$ cat src/rtl/core/bee_pkg.sv
// ----------------------------------------------------------------------------
// bee_pkg
// shared types and constants of the bow excitation envelope
// ----------------------------------------------------------------------------
`default_nettype none

package bee_pkg;

    localparam int LEVEL_W   = 24;
    localparam int PROD_W    = 2 * LEVEL_W;
    localparam int MULT_W    = 16;
    localparam int VEL_W     = 7;
    localparam int VEL_DEPTH = 1 << VEL_W;

    localparam logic [LEVEL_W-1:0] Q24_MAX         = 24'hFF_FFFF;
    localparam logic [LEVEL_W-1:0] RELEASE_RESET   = 24'd16765569;
    localparam logic [LEVEL_W-1:0] SPEED_THRESHOLD = 24'd1677;
    localparam logic [LEVEL_W-1:0] ONE_LSB         = 24'd1;
    localparam logic [PROD_W:0]    Q24_HALF        = 49'h80_0000;
    localparam logic [PROD_W:0]    Q15_HALF        = 49'h4000;

    typedef enum logic [2:0] {
        OP_TICK     = 3'd0,
        OP_START    = 3'd1,
        OP_STOP     = 3'd2,
        OP_SPEED    = 3'd3,
        OP_PRESSURE = 3'd4,
        OP_CLEAR    = 3'd5
    } op_t;

    typedef enum logic [2:0] {
        S_IDLE,
        S_DISPATCH,
        S_ISSUE_A,
        S_ISSUE_B,
        S_WB_A,
        S_WB_B,
        S_DONE
    } state_t;

endpackage

`default_nettype wire

$ cat src/rtl/core/bee_if.sv
// ----------------------------------------------------------------------------
// bee_if
// valid/ready channels for the envelope command and level beats
// ----------------------------------------------------------------------------
`default_nettype none

interface bee_in_if;
    logic        valid;
    logic        ready;
    logic [2:0]  operation;
    logic [6:0]  velocity;
    logic [23:0] value;

    modport source (output valid, output operation, output velocity, output value,
                    input ready);
    modport sink   (input valid, input operation, input velocity, input value,
                    output ready);
endinterface

interface bee_out_if;
    logic        valid;
    logic        ready;
    logic [23:0] bow_velocity;
    logic [23:0] bow_force;
    logic        sounding;

    modport source (output valid, output bow_velocity, output bow_force,
                    output sounding, input ready);
    modport sink   (input valid, input bow_velocity, input bow_force,
                    input sounding, output ready);
endinterface

`default_nettype wire

$ cat src/rtl/core/bee_rom.sv
// ----------------------------------------------------------------------------
// bee_rom
// velocity tables: target multiplier and attack coefficient, registered read
// ----------------------------------------------------------------------------
`default_nettype none

module bee_rom
    import bee_pkg::*;
#(
    parameter int SAMPLE_RATE = 48000
)(
    input  logic               clk,
    input  logic [VEL_W-1:0]   vel,
    output logic [MULT_W-1:0]  mult,
    output logic [LEVEL_W-1:0] coeff
);

    logic [MULT_W-1:0]  mult_tab  [VEL_DEPTH];
    logic [LEVEL_W-1:0] coeff_tab [VEL_DEPTH];

    for (genvar i = 0; i < VEL_DEPTH; i++)
    begin : g_entry
        // attack time from 50 ms down to 5 ms, x = 1/(t*fs) in q0.32
        localparam logic [63:0] DEN = 64'(6350 - 45 * i) * 64'(SAMPLE_RATE);
        localparam logic [63:0] XR  = ((64'd127000 << 32) + DEN / 2) / DEN;
        localparam logic [63:0] X   = (XR > 64'hFFFF_FFFF) ? 64'hFFFF_FFFF : XR;
        localparam logic [63:0] P2  = (X * X) >> 32;
        localparam logic [63:0] P3  = (P2 * X) >> 32;
        localparam logic [63:0] P4  = (P3 * X) >> 32;
        localparam logic [63:0] P5  = (P4 * X) >> 32;
        // 1 - exp(-x) from the series through x^5
        localparam longint C0 = longint'(X) - longint'(P2 / 2) + longint'(P3 / 6)
                                - longint'(P4 / 24) + longint'(P5 / 120);
        localparam longint C1 = (C0 < 0) ? 0 : C0;
        localparam longint C2 = (C1 + 128) / 256;
        localparam longint C3 = (C2 > longint'(Q24_MAX)) ? longint'(Q24_MAX) : C2;
        localparam logic [31:0] M = (32'd32768 * (32'd254 + 32'(8 * i)) + 32'd635)
                                    / 32'd1270;

        assign mult_tab[i]  = MULT_W'(M);
        assign coeff_tab[i] = LEVEL_W'(C3);
    end

    always_ff @(posedge clk)
    begin
        mult  <= mult_tab[vel];
        coeff <= coeff_tab[vel];
    end

endmodule

`default_nettype wire

$ cat src/rtl/core/bee_mul.sv
// ----------------------------------------------------------------------------
// bee_mul
// shared 24x24 multiplier, registered operands and registered product
// ----------------------------------------------------------------------------
`default_nettype none

module bee_mul
    import bee_pkg::*;
(
    input  logic               clk,
    input  logic [LEVEL_W-1:0] a,
    input  logic [LEVEL_W-1:0] b,
    output logic [PROD_W-1:0]  prod
);

    logic [LEVEL_W-1:0] a_reg;
    logic [LEVEL_W-1:0] b_reg;
    logic [PROD_W-1:0]  prod_reg;

    always_ff @(posedge clk)
    begin
        a_reg    <= a;
        b_reg    <= b;
        prod_reg <= PROD_W'(a_reg) * PROD_W'(b_reg);
    end

    assign prod = prod_reg;

endmodule

`default_nettype wire

$ cat src/rtl/core/bow_excitation_envelope.sv
// ----------------------------------------------------------------------------
// bow_excitation_envelope
// two-channel attack/release envelope for bow velocity and bow force
//
// din carries command beats (tick, start, stop, set speed, set pressure,
// clear); dout returns one beat per command with both levels in q0.24 and
// the sounding flag. cfg_we/cfg_wdata write the release coefficient.
// a command is taken only while the sequencer is idle. a tick runs through
// dispatch, two issue and two write-back states; start and set speed run
// through dispatch, both issue states and the first write-back; the rest go
// from dispatch to done. these states serve the shared two-stage multiplier,
// used once per channel on a tick, once for the target on start/set speed.
// the finished levels go to an output register, so a new command is taken
// while the previous result still waits; if the receiver stalls and the
// output register is still full when the next command finishes, the block
// holds that command's result until dout.ready and takes nothing meanwhile.
// reset clears all levels, targets, settings and the note flag and loads
// the release coefficient for 30 ms at 48 kHz.
// ----------------------------------------------------------------------------
`default_nettype none

module bow_excitation_envelope
    import bee_pkg::*;
#(
    parameter int SAMPLE_RATE = 48000
)(
    input  logic        clk,
    input  logic        rst_n,
    input  logic        cfg_we,
    input  logic [23:0] cfg_wdata,
    bee_in_if.sink      din,
    bee_out_if.source   dout
);

    state_t state_reg, state_next;

    op_t                op_reg;
    logic [VEL_W-1:0]   vel_reg;
    logic [LEVEL_W-1:0] val_reg;

    logic [LEVEL_W-1:0] release_reg;
    logic [LEVEL_W-1:0] vel_level_reg, vel_level_next;
    logic [LEVEL_W-1:0] frc_level_reg, frc_level_next;
    logic [LEVEL_W-1:0] vel_target_reg, vel_target_next;
    logic [LEVEL_W-1:0] frc_target_reg, frc_target_next;
    logic [LEVEL_W-1:0] speed_reg, speed_next;
    logic [LEVEL_W-1:0] pressure_reg, pressure_next;
    logic [MULT_W-1:0]  smult_reg, smult_next;
    logic [LEVEL_W-1:0] attack_reg, attack_next;
    logic               note_on_reg, note_on_next;

    logic               out_valid_reg, out_valid_next;
    logic [LEVEL_W-1:0] out_vel_reg;
    logic [LEVEL_W-1:0] out_frc_reg;
    logic               out_snd_reg;
    logic               out_load;

    logic               accept;
    logic               ch_force;
    logic [LEVEL_W-1:0] sel_level;
    logic [LEVEL_W-1:0] sel_target;
    logic               up;
    logic [LEVEL_W-1:0] diff;
    logic [LEVEL_W-1:0] mul_a;
    logic [LEVEL_W-1:0] mul_b;
    logic [PROD_W-1:0]  prod;
    logic [MULT_W-1:0]  rom_mult;
    logic [LEVEL_W-1:0] rom_coeff;

    logic [PROD_W:0]    round_sum;
    logic [LEVEL_W:0]   step;
    logic [LEVEL_W-1:0] step_lim;
    logic [LEVEL_W-1:0] approach_val;
    logic [LEVEL_W-1:0] tick_val;
    logic [PROD_W:0]    scale_sum;
    logic [PROD_W-15:0] scale_full;
    logic [LEVEL_W-1:0] scale_val;

    bee_rom #(
        .SAMPLE_RATE (SAMPLE_RATE)
    ) u_rom (
        .clk   (clk),
        .vel   (vel_reg),
        .mult  (rom_mult),
        .coeff (rom_coeff)
    );

    bee_mul u_mul (
        .clk  (clk),
        .a    (mul_a),
        .b    (mul_b),
        .prod (prod)
    );

    assign din.ready = (state_reg == S_IDLE);
    assign accept    = din.valid && din.ready;

    // channel select: velocity in the first slot, force in the second
    assign ch_force   = (state_reg == S_ISSUE_B) || (state_reg == S_WB_B);
    assign sel_level  = ch_force ? frc_level_reg : vel_level_reg;
    assign sel_target = ch_force ? frc_target_reg : vel_target_reg;
    assign up         = (sel_target >= sel_level);
    assign diff       = up ? (sel_target - sel_level) : (sel_level - sel_target);

    always_comb
    begin
        mul_a = sel_level;
        mul_b = release_reg;
        case (op_reg)
            OP_TICK:
            begin
                mul_a = note_on_reg ? diff : sel_level;
                mul_b = note_on_reg ? attack_reg : release_reg;
            end
            OP_START:
            begin
                mul_a = speed_reg;
                mul_b = LEVEL_W'(rom_mult);
            end
            OP_SPEED:
            begin
                mul_a = val_reg;
                mul_b = LEVEL_W'(smult_reg);
            end
            default:
            begin
                mul_a = sel_level;
                mul_b = release_reg;
            end
        endcase
    end

    // post-processing of the product
    assign round_sum    = {1'b0, prod} + Q24_HALF;
    assign step         = round_sum[PROD_W:LEVEL_W];
    assign step_lim     = (step > {1'b0, diff}) ? diff : step[LEVEL_W-1:0];
    assign approach_val = up ? (sel_level + step_lim) : (sel_level - step_lim);
    assign tick_val     = note_on_reg ? approach_val : prod[PROD_W-1:LEVEL_W];
    assign scale_sum    = {1'b0, prod} + Q15_HALF;
    assign scale_full   = scale_sum[PROD_W:15];
    assign scale_val    = (|scale_full[PROD_W-15:LEVEL_W]) ? Q24_MAX
                                                           : scale_full[LEVEL_W-1:0];

    always_ff @(posedge clk or negedge rst_n)
    begin
        if (!rst_n)
        begin
            state_reg      <= S_IDLE;
            release_reg    <= RELEASE_RESET;
            vel_level_reg  <= '0;
            frc_level_reg  <= '0;
            vel_target_reg <= '0;
            frc_target_reg <= '0;
            speed_reg      <= '0;
            pressure_reg   <= '0;
            smult_reg      <= '0;
            attack_reg     <= '0;
            note_on_reg    <= 1'b0;
            out_valid_reg  <= 1'b0;
        end
        else
        begin
            state_reg      <= state_next;
            if (cfg_we)
            begin
                release_reg <= cfg_wdata;
            end
            vel_level_reg  <= vel_level_next;
            frc_level_reg  <= frc_level_next;
            vel_target_reg <= vel_target_next;
            frc_target_reg <= frc_target_next;
            speed_reg      <= speed_next;
            pressure_reg   <= pressure_next;
            smult_reg      <= smult_next;
            attack_reg     <= attack_next;
            note_on_reg    <= note_on_next;
            out_valid_reg  <= out_valid_next;
        end
    end

    always_ff @(posedge clk)
    begin
        if (accept)
        begin
            op_reg  <= op_t'(din.operation);
            vel_reg <= din.velocity;
            val_reg <= din.value;
        end
        if (out_load)
        begin
            out_vel_reg <= vel_level_reg;
            out_frc_reg <= frc_level_reg;
            out_snd_reg <= note_on_reg || (vel_level_reg > ONE_LSB);
        end
    end

    always_comb
    begin
        state_next      = state_reg;
        vel_level_next  = vel_level_reg;
        frc_level_next  = frc_level_reg;
        vel_target_next = vel_target_reg;
        frc_target_next = frc_target_reg;
        speed_next      = speed_reg;
        pressure_next   = pressure_reg;
        smult_next      = smult_reg;
        attack_next     = attack_reg;
        note_on_next    = note_on_reg;
        out_load        = 1'b0;

        unique case (state_reg)
            S_IDLE:
            begin
                if (accept)
                begin
                    state_next = S_DISPATCH;
                end
            end
            S_DISPATCH:
            begin
                state_next = S_DONE;
                unique case (op_reg)
                    OP_TICK, OP_START, OP_SPEED:
                    begin
                        state_next = S_ISSUE_A;
                    end
                    OP_STOP:
                    begin
                        note_on_next = 1'b0;
                    end
                    OP_PRESSURE:
                    begin
                        pressure_next = val_reg;
                        if (note_on_reg)
                        begin
                            frc_target_next = val_reg;
                        end
                    end
                    OP_CLEAR:
                    begin
                        vel_level_next  = '0;
                        frc_level_next  = '0;
                        vel_target_next = '0;
                        frc_target_next = '0;
                        note_on_next    = 1'b0;
                    end
                    default:
                    begin
                        state_next = S_DONE;
                    end
                endcase
            end
            S_ISSUE_A:
            begin
                if (op_reg == OP_START)
                begin
                    vel_level_next = '0;
                    frc_level_next = '0;
                    smult_next     = rom_mult;
                    attack_next    = rom_coeff;
                end
                state_next = S_ISSUE_B;
            end
            S_ISSUE_B:
            begin
                state_next = S_WB_A;
            end
            S_WB_A:
            begin
                state_next = S_DONE;
                unique case (op_reg)
                    OP_TICK:
                    begin
                        vel_level_next = tick_val;
                        state_next     = S_WB_B;
                    end
                    OP_START:
                    begin
                        vel_target_next = scale_val;
                        frc_target_next = pressure_reg;
                        note_on_next    = 1'b1;
                    end
                    OP_SPEED:
                    begin
                        if (note_on_reg && (speed_reg > SPEED_THRESHOLD))
                        begin
                            vel_target_next = scale_val;
                        end
                        speed_next = val_reg;
                    end
                    default:
                    begin
                        state_next = S_DONE;
                    end
                endcase
            end
            S_WB_B:
            begin
                frc_level_next = tick_val;
                state_next     = S_DONE;
            end
            S_DONE:
            begin
                if (!out_valid_reg || dout.ready)
                begin
                    out_load   = 1'b1;
                    state_next = S_IDLE;
                end
            end
            default:
            begin
                state_next = S_IDLE;
            end
        endcase
    end

    always_comb
    begin
        out_valid_next = out_valid_reg;
        if (out_load)
        begin
            out_valid_next = 1'b1;
        end
        else if (dout.ready)
        begin
            out_valid_next = 1'b0;
        end
    end

    assign dout.valid        = out_valid_reg;
    assign dout.bow_velocity = out_vel_reg;
    assign dout.bow_force    = out_frc_reg;
    assign dout.sounding     = out_snd_reg;

    // an accepted beat always starts decoding next cycle
    a_accept_dispatch: assert property (@(posedge clk) disable iff (!rst_n)
        accept |=> (state_reg == S_DISPATCH))
        else $error("accepted beat did not reach dispatch");

    // a result beat appears only out of the done state
    a_out_from_done: assert property (@(posedge clk) disable iff (!rst_n)
        $rose(out_valid_reg) |-> $past(state_reg == S_DONE))
        else $error("result beat raised outside done state");

    // attack step stays between old level and target
    a_attack_bound: assert property (@(posedge clk) disable iff (!rst_n)
        (state_reg == S_WB_A && op_reg == OP_TICK && note_on_reg) |=>
        ((vel_level_reg >= $past(vel_level_reg) &&
          vel_level_reg <= $past(vel_target_reg)) ||
         (vel_level_reg <= $past(vel_level_reg) &&
          vel_level_reg >= $past(vel_target_reg))))
        else $error("attack step overshot the target");

    // release never raises the level
    a_release_decay: assert property (@(posedge clk) disable iff (!rst_n)
        (state_reg == S_WB_A && op_reg == OP_TICK && !note_on_reg) |=>
        (vel_level_reg <= $past(vel_level_reg)))
        else $error("release step raised the level");

endmodule

`default_nettype wire
$ cat src/flat_wrapper.sv
// flat-port wrapper written by rule: the top's interface ports become plain ports
module bow_excitation_envelope_flat import bee_pkg::*;
#(
    parameter int SAMPLE_RATE = 48000
)
  (clk, rst_n, cfg_we, cfg_wdata, din_valid, din_operation, din_velocity, din_value, din_ready, dout_valid, dout_bow_velocity, dout_bow_force, dout_sounding, dout_ready);
  bee_in_if din_i ();
  bee_out_if dout_i ();
  input  logic clk;
  input  logic rst_n;
  input  logic cfg_we;
  input  logic [23:0] cfg_wdata;
  input wire logic [$bits(din_i.valid)-1:0] din_valid;
  input wire logic [$bits(din_i.operation)-1:0] din_operation;
  input wire logic [$bits(din_i.velocity)-1:0] din_velocity;
  input wire logic [$bits(din_i.value)-1:0] din_value;
  output wire logic [$bits(din_i.ready)-1:0] din_ready;
  output wire logic [$bits(dout_i.valid)-1:0] dout_valid;
  output wire logic [$bits(dout_i.bow_velocity)-1:0] dout_bow_velocity;
  output wire logic [$bits(dout_i.bow_force)-1:0] dout_bow_force;
  output wire logic [$bits(dout_i.sounding)-1:0] dout_sounding;
  input wire logic [$bits(dout_i.ready)-1:0] dout_ready;
  assign din_i.valid = din_valid;
  assign din_i.operation = din_operation;
  assign din_i.velocity = din_velocity;
  assign din_i.value = din_value;
  assign din_ready = din_i.ready;
  assign dout_valid = dout_i.valid;
  assign dout_bow_velocity = dout_i.bow_velocity;
  assign dout_bow_force = dout_i.bow_force;
  assign dout_sounding = dout_i.sounding;
  assign dout_i.ready = dout_ready;
  bow_excitation_envelope #(.SAMPLE_RATE(SAMPLE_RATE)) u_core (.clk(clk), .rst_n(rst_n), .cfg_we(cfg_we), .cfg_wdata(cfg_wdata), .din(din_i), .dout(dout_i));
endmodule
$ cat config.mk
export PLATFORM = sky130hd
export DESIGN_NAME = bow_excitation_envelope_flat
export DESIGN_NICKNAME = d
export VERILOG_FILES = /design/src/rtl/core/bee_pkg.sv /design/src/rtl/core/bee_if.sv /design/src/rtl/core/bee_rom.sv /design/src/rtl/core/bee_mul.sv /design/src/rtl/core/bow_excitation_envelope.sv /design/src/flat_wrapper.sv
export SDC_FILE = /design/constraint.sdc
export NUM_CORES = 2
export LEC_CHECK = 0
export BUFFER_PORTS_ARGS = -buffer_cell sky130_fd_sc_hd__buf_4
export CAP_MARGIN = 20
export CORE_AREA = 2 2 280 393
export CTS_CLUSTER_DIAMETER = 120
export DETAILED_ROUTE_END_ITERATION = 12
export DIE_AREA = 0 0 282 395
export PLACE_DENSITY_LB_ADDON = 0.1
export SKIP_LAST_GASP = 1
export SLEW_MARGIN = 20
export SYNTH_ARGS = -nofsm -noshare
export SYNTH_HDL_FRONTEND = slang
export SYNTH_SLANG_ARGS = --single-unit
$ cat constraint.sdc
create_clock -name clk -period 10.56 [get_ports clk]
set_input_delay 2.112 -clock clk [delete_from_list [all_inputs] [get_ports clk]]
set_output_delay 2.112 -clock clk [all_outputs]
set_load 0.005 [all_outputs]
==> impl_results.md <==
* Status: finished, final reports clean
* Die area at 111000 um^2
* Synth async-reset ratio at 0.510
* Fin crit share at 0.951
* Post-synth top area share at 0.226
* Hold path cells at 1
* Synth warnings at 0
* Max-slew violations at 0
* CP required at 11.07 ns
* Area contributors post-synth: fa_1 23%, dfrtp_1 11%, ha_1 8.2%
* Post-CTS Hold Buffers at 0
* Placed Instances at 6272
* Max reg flops at 34
* Hold path endpoint: u_core.attack_reg[13]
* Worst Setup SP: u_core.state_reg[2]
* Clk pin slew, worst setup/hold paths at around 0.060 ns
* Hold Vio Cnt, Final at 0
* Residual DRC count at 0
* Width of the die at 282 um
* Yosys cell types at 98
* Slew @ Worst Pin at 1.00 ns
* CP endpoint kind: flip-flop
* Number of synthesized register bits at approximately 400
* Buf/Inv on CP at 4
* Routed WL at roughly 160 mm
* Largest net degree at the start of global routing at 90
* DR WL/cell at 24.6 um
* Root buf cell: clkbuf_16
* CP max stage cell: or4_4
* Worst r2r dst: u_core.vel_level_reg[23]
* Critical path's top delay family: compound AO/OA/AOI/OAI gates
* Main synth FF type: dfrtp_1
* Register area at 9930 um^2
* Fin Setup TNS at 0 ns
* Share of layout cells above drive strength 1 at 0.122
* Arrival @ worst endpoint at about 11 ns
* Hold Slack at 0.458 ns
* Most used standard cell by instance count after synthesis: nand2_1
* Clk_skew at around 0.045 ns
* Final Cell Area at around 47000 um^2
* Critical setup path kind: reg -> reg
* Fill cells at around 11000
* Vias in the first global route at 36000
* Mapped Cells at 4826
* Maxcap violations at 0
* Gr ovfl total at 0
* Slew margin rel. at 0.332
* Mean area per synthesized cell at a little under 9 um^2
* Startpoint Class: flip-flop
* Clock sinks at approximately 400
* Most used cell, CP: a21o_1
* # nets final at around 5700
* Largest area contributor in the netlist: fa_1
* Final GP Congestion at just under 1
* Vias at 35500
* Worst-skew pair later-pin latency at roughly 0.63 ns
* Non-filler cells, final at about 6400
* Drt first pass iters at 6
* Top-Level Pins at 114
* Htree depth at 2
* Fmax at 99.6 MHz
* Clock buffer count from CTS at 45
* RSZ-0062 raised after global routing: no
* Initial DRC Count at ~3000
* Minimum clock period at 10.04 ns
* Initial antenna violation count at 7
* Seq/Total Area, Yosys at 0.231
* Hold Path Origin: u_core.u_rom.coeff[13]
* Area after DPL at 45900 um^2
* Cell Rows at 143
* HPWL Detailed at 121 mm
* Die Ht at 395 um
* Post-Syn Nets at 5655
* Worst path max stage delay at 0.52 ns
* Post-Syn Area at 42900 um^2
* CP Max Fanout at 17
* Post-synth EDFFs at 83
* Area grow syn2layout at 10.7%
* CTS tree: done
* Core Region at about 110000 um^2
* Commonest cells post-synth: 695 x nand2_1, 602 x inv_1, 484 x fa_1
* Initial Util at 0.397
* Number of I/O port buffers at 113
* Reg2Reg Setup Slack at 0.52 ns
* Final setup fails at 0
* Total Routing Usage GR at 0.283
* Multi-input gate area at ~30000 um^2
* Routed Antenna Nets at 0
* First-pass GRT wire length at approximately 240 mm
* Min-Delay Path Class: reg -> reg
* Max Root-Sink Buffers at 3
* RR Startpoint: u_core.state_reg[2]
* R2R depth at 48
* Avg Vias per Cell at 5.58
[repair_timing]
item | CTS | global route
endpoints found under the setup margin | 0 | 20
gates resized for setup | 0 | 27
setup buffers | 0 | 0
[per-stage QoR]
stage / utilization / setup slack, ns
2_1_floorplan: - / 0.0952
3_3_place_gp: 0.425 / 0.417
3_5_place_dp: 0.425 / 0.319
4_1_cts: 0.439 / 0.239
5_1_grt: 0.440 / 0.0314
6_report: 0.440 / 0.519
[cells by family after synthesis]
kind of cell,count (synthesis),share of synthesized area
muxes,211,0.0549
and+or+nand+nor,1404,0.150
buffers and inverters,917,0.0813
adders and majority gates,771,0.309
DFF,402,0.231
AOI/OAI and AO/OA,979,0.144
xor gates and xnor gates,142,0.0293
[layer usage]
metal / GRT usage / routed length, um
met3: 0.0286 / 8310
met4: 0.112 / 7290
met2: 0.471 / 74800
met1: 0.376 / 65900
met5: 0 / 27
[layout by cell type, fill, tap and decap left out, types with 26 or more instances in the layout]
master	n
nor2_1	242
mux2_2	135
buf_4	302
o21bai_1	38
nand2_1	694
inv_1	602
nor3_1	47
a31oi_1	37
o21ai_0	240
edfxtp_1	83
ha_1	281
nand3_1	55
a22oi_1	28
mux2i_1	63
fa_1	484
clkbuf_16	47
o22ai_1	26
xor2_1	54
dfrtp_1	190
a21o_1	70
and2_1	208
dfxtp_1	108
a21oi_1	301
a211oi_1	41
xnor2_1	85
[worst max-delay path by stage]
stage	end	slack [ns]	cells past startpoint
2_1_floorplan	u_core.vel_level_reg[23]	0.1	52
3_3_place_gp	u_core.frc_level_reg[23]	0.42	50
3_5_place_dp	u_core.vel_level_reg[23]	0.32	49
4_1_cts	u_core.vel_level_reg[23]	0.24	49
5_1_grt	u_core.vel_level_reg[23]	0.03	50
6_report	u_core.vel_level_reg[23]	0.52	48
[cell type report]
type	instances	share of cell area
antenna	3	0.000158
timing repair buffer	307	0.0494
tap	1450	0.0382
inverter	606	0.0479
sequential	402	0.209
clock buffer	62	0.0268
multi-input combinational	3507	0.624
clock inverter	22	0.00453
[worst reg2reg max path, delay by kind of cell, from the launching register on]
kind / cells / cell delay, ns
adder cells (fa/ha/maj): 4 / 1.22
AO/OA/AOI/OAI: 23 / 4.91
AND/OR/NAND/NOR: 14 / 1.83
XOR/XNOR: 2 / 0.39
multiplexers: 1 / 0.36
buffers and inverters: 4 / 0.77
flip-flops: 1 / 0.40
Power is not shown: default switching activity piles up to over one toggle a cycle in this logic, so the estimate is an artifact.
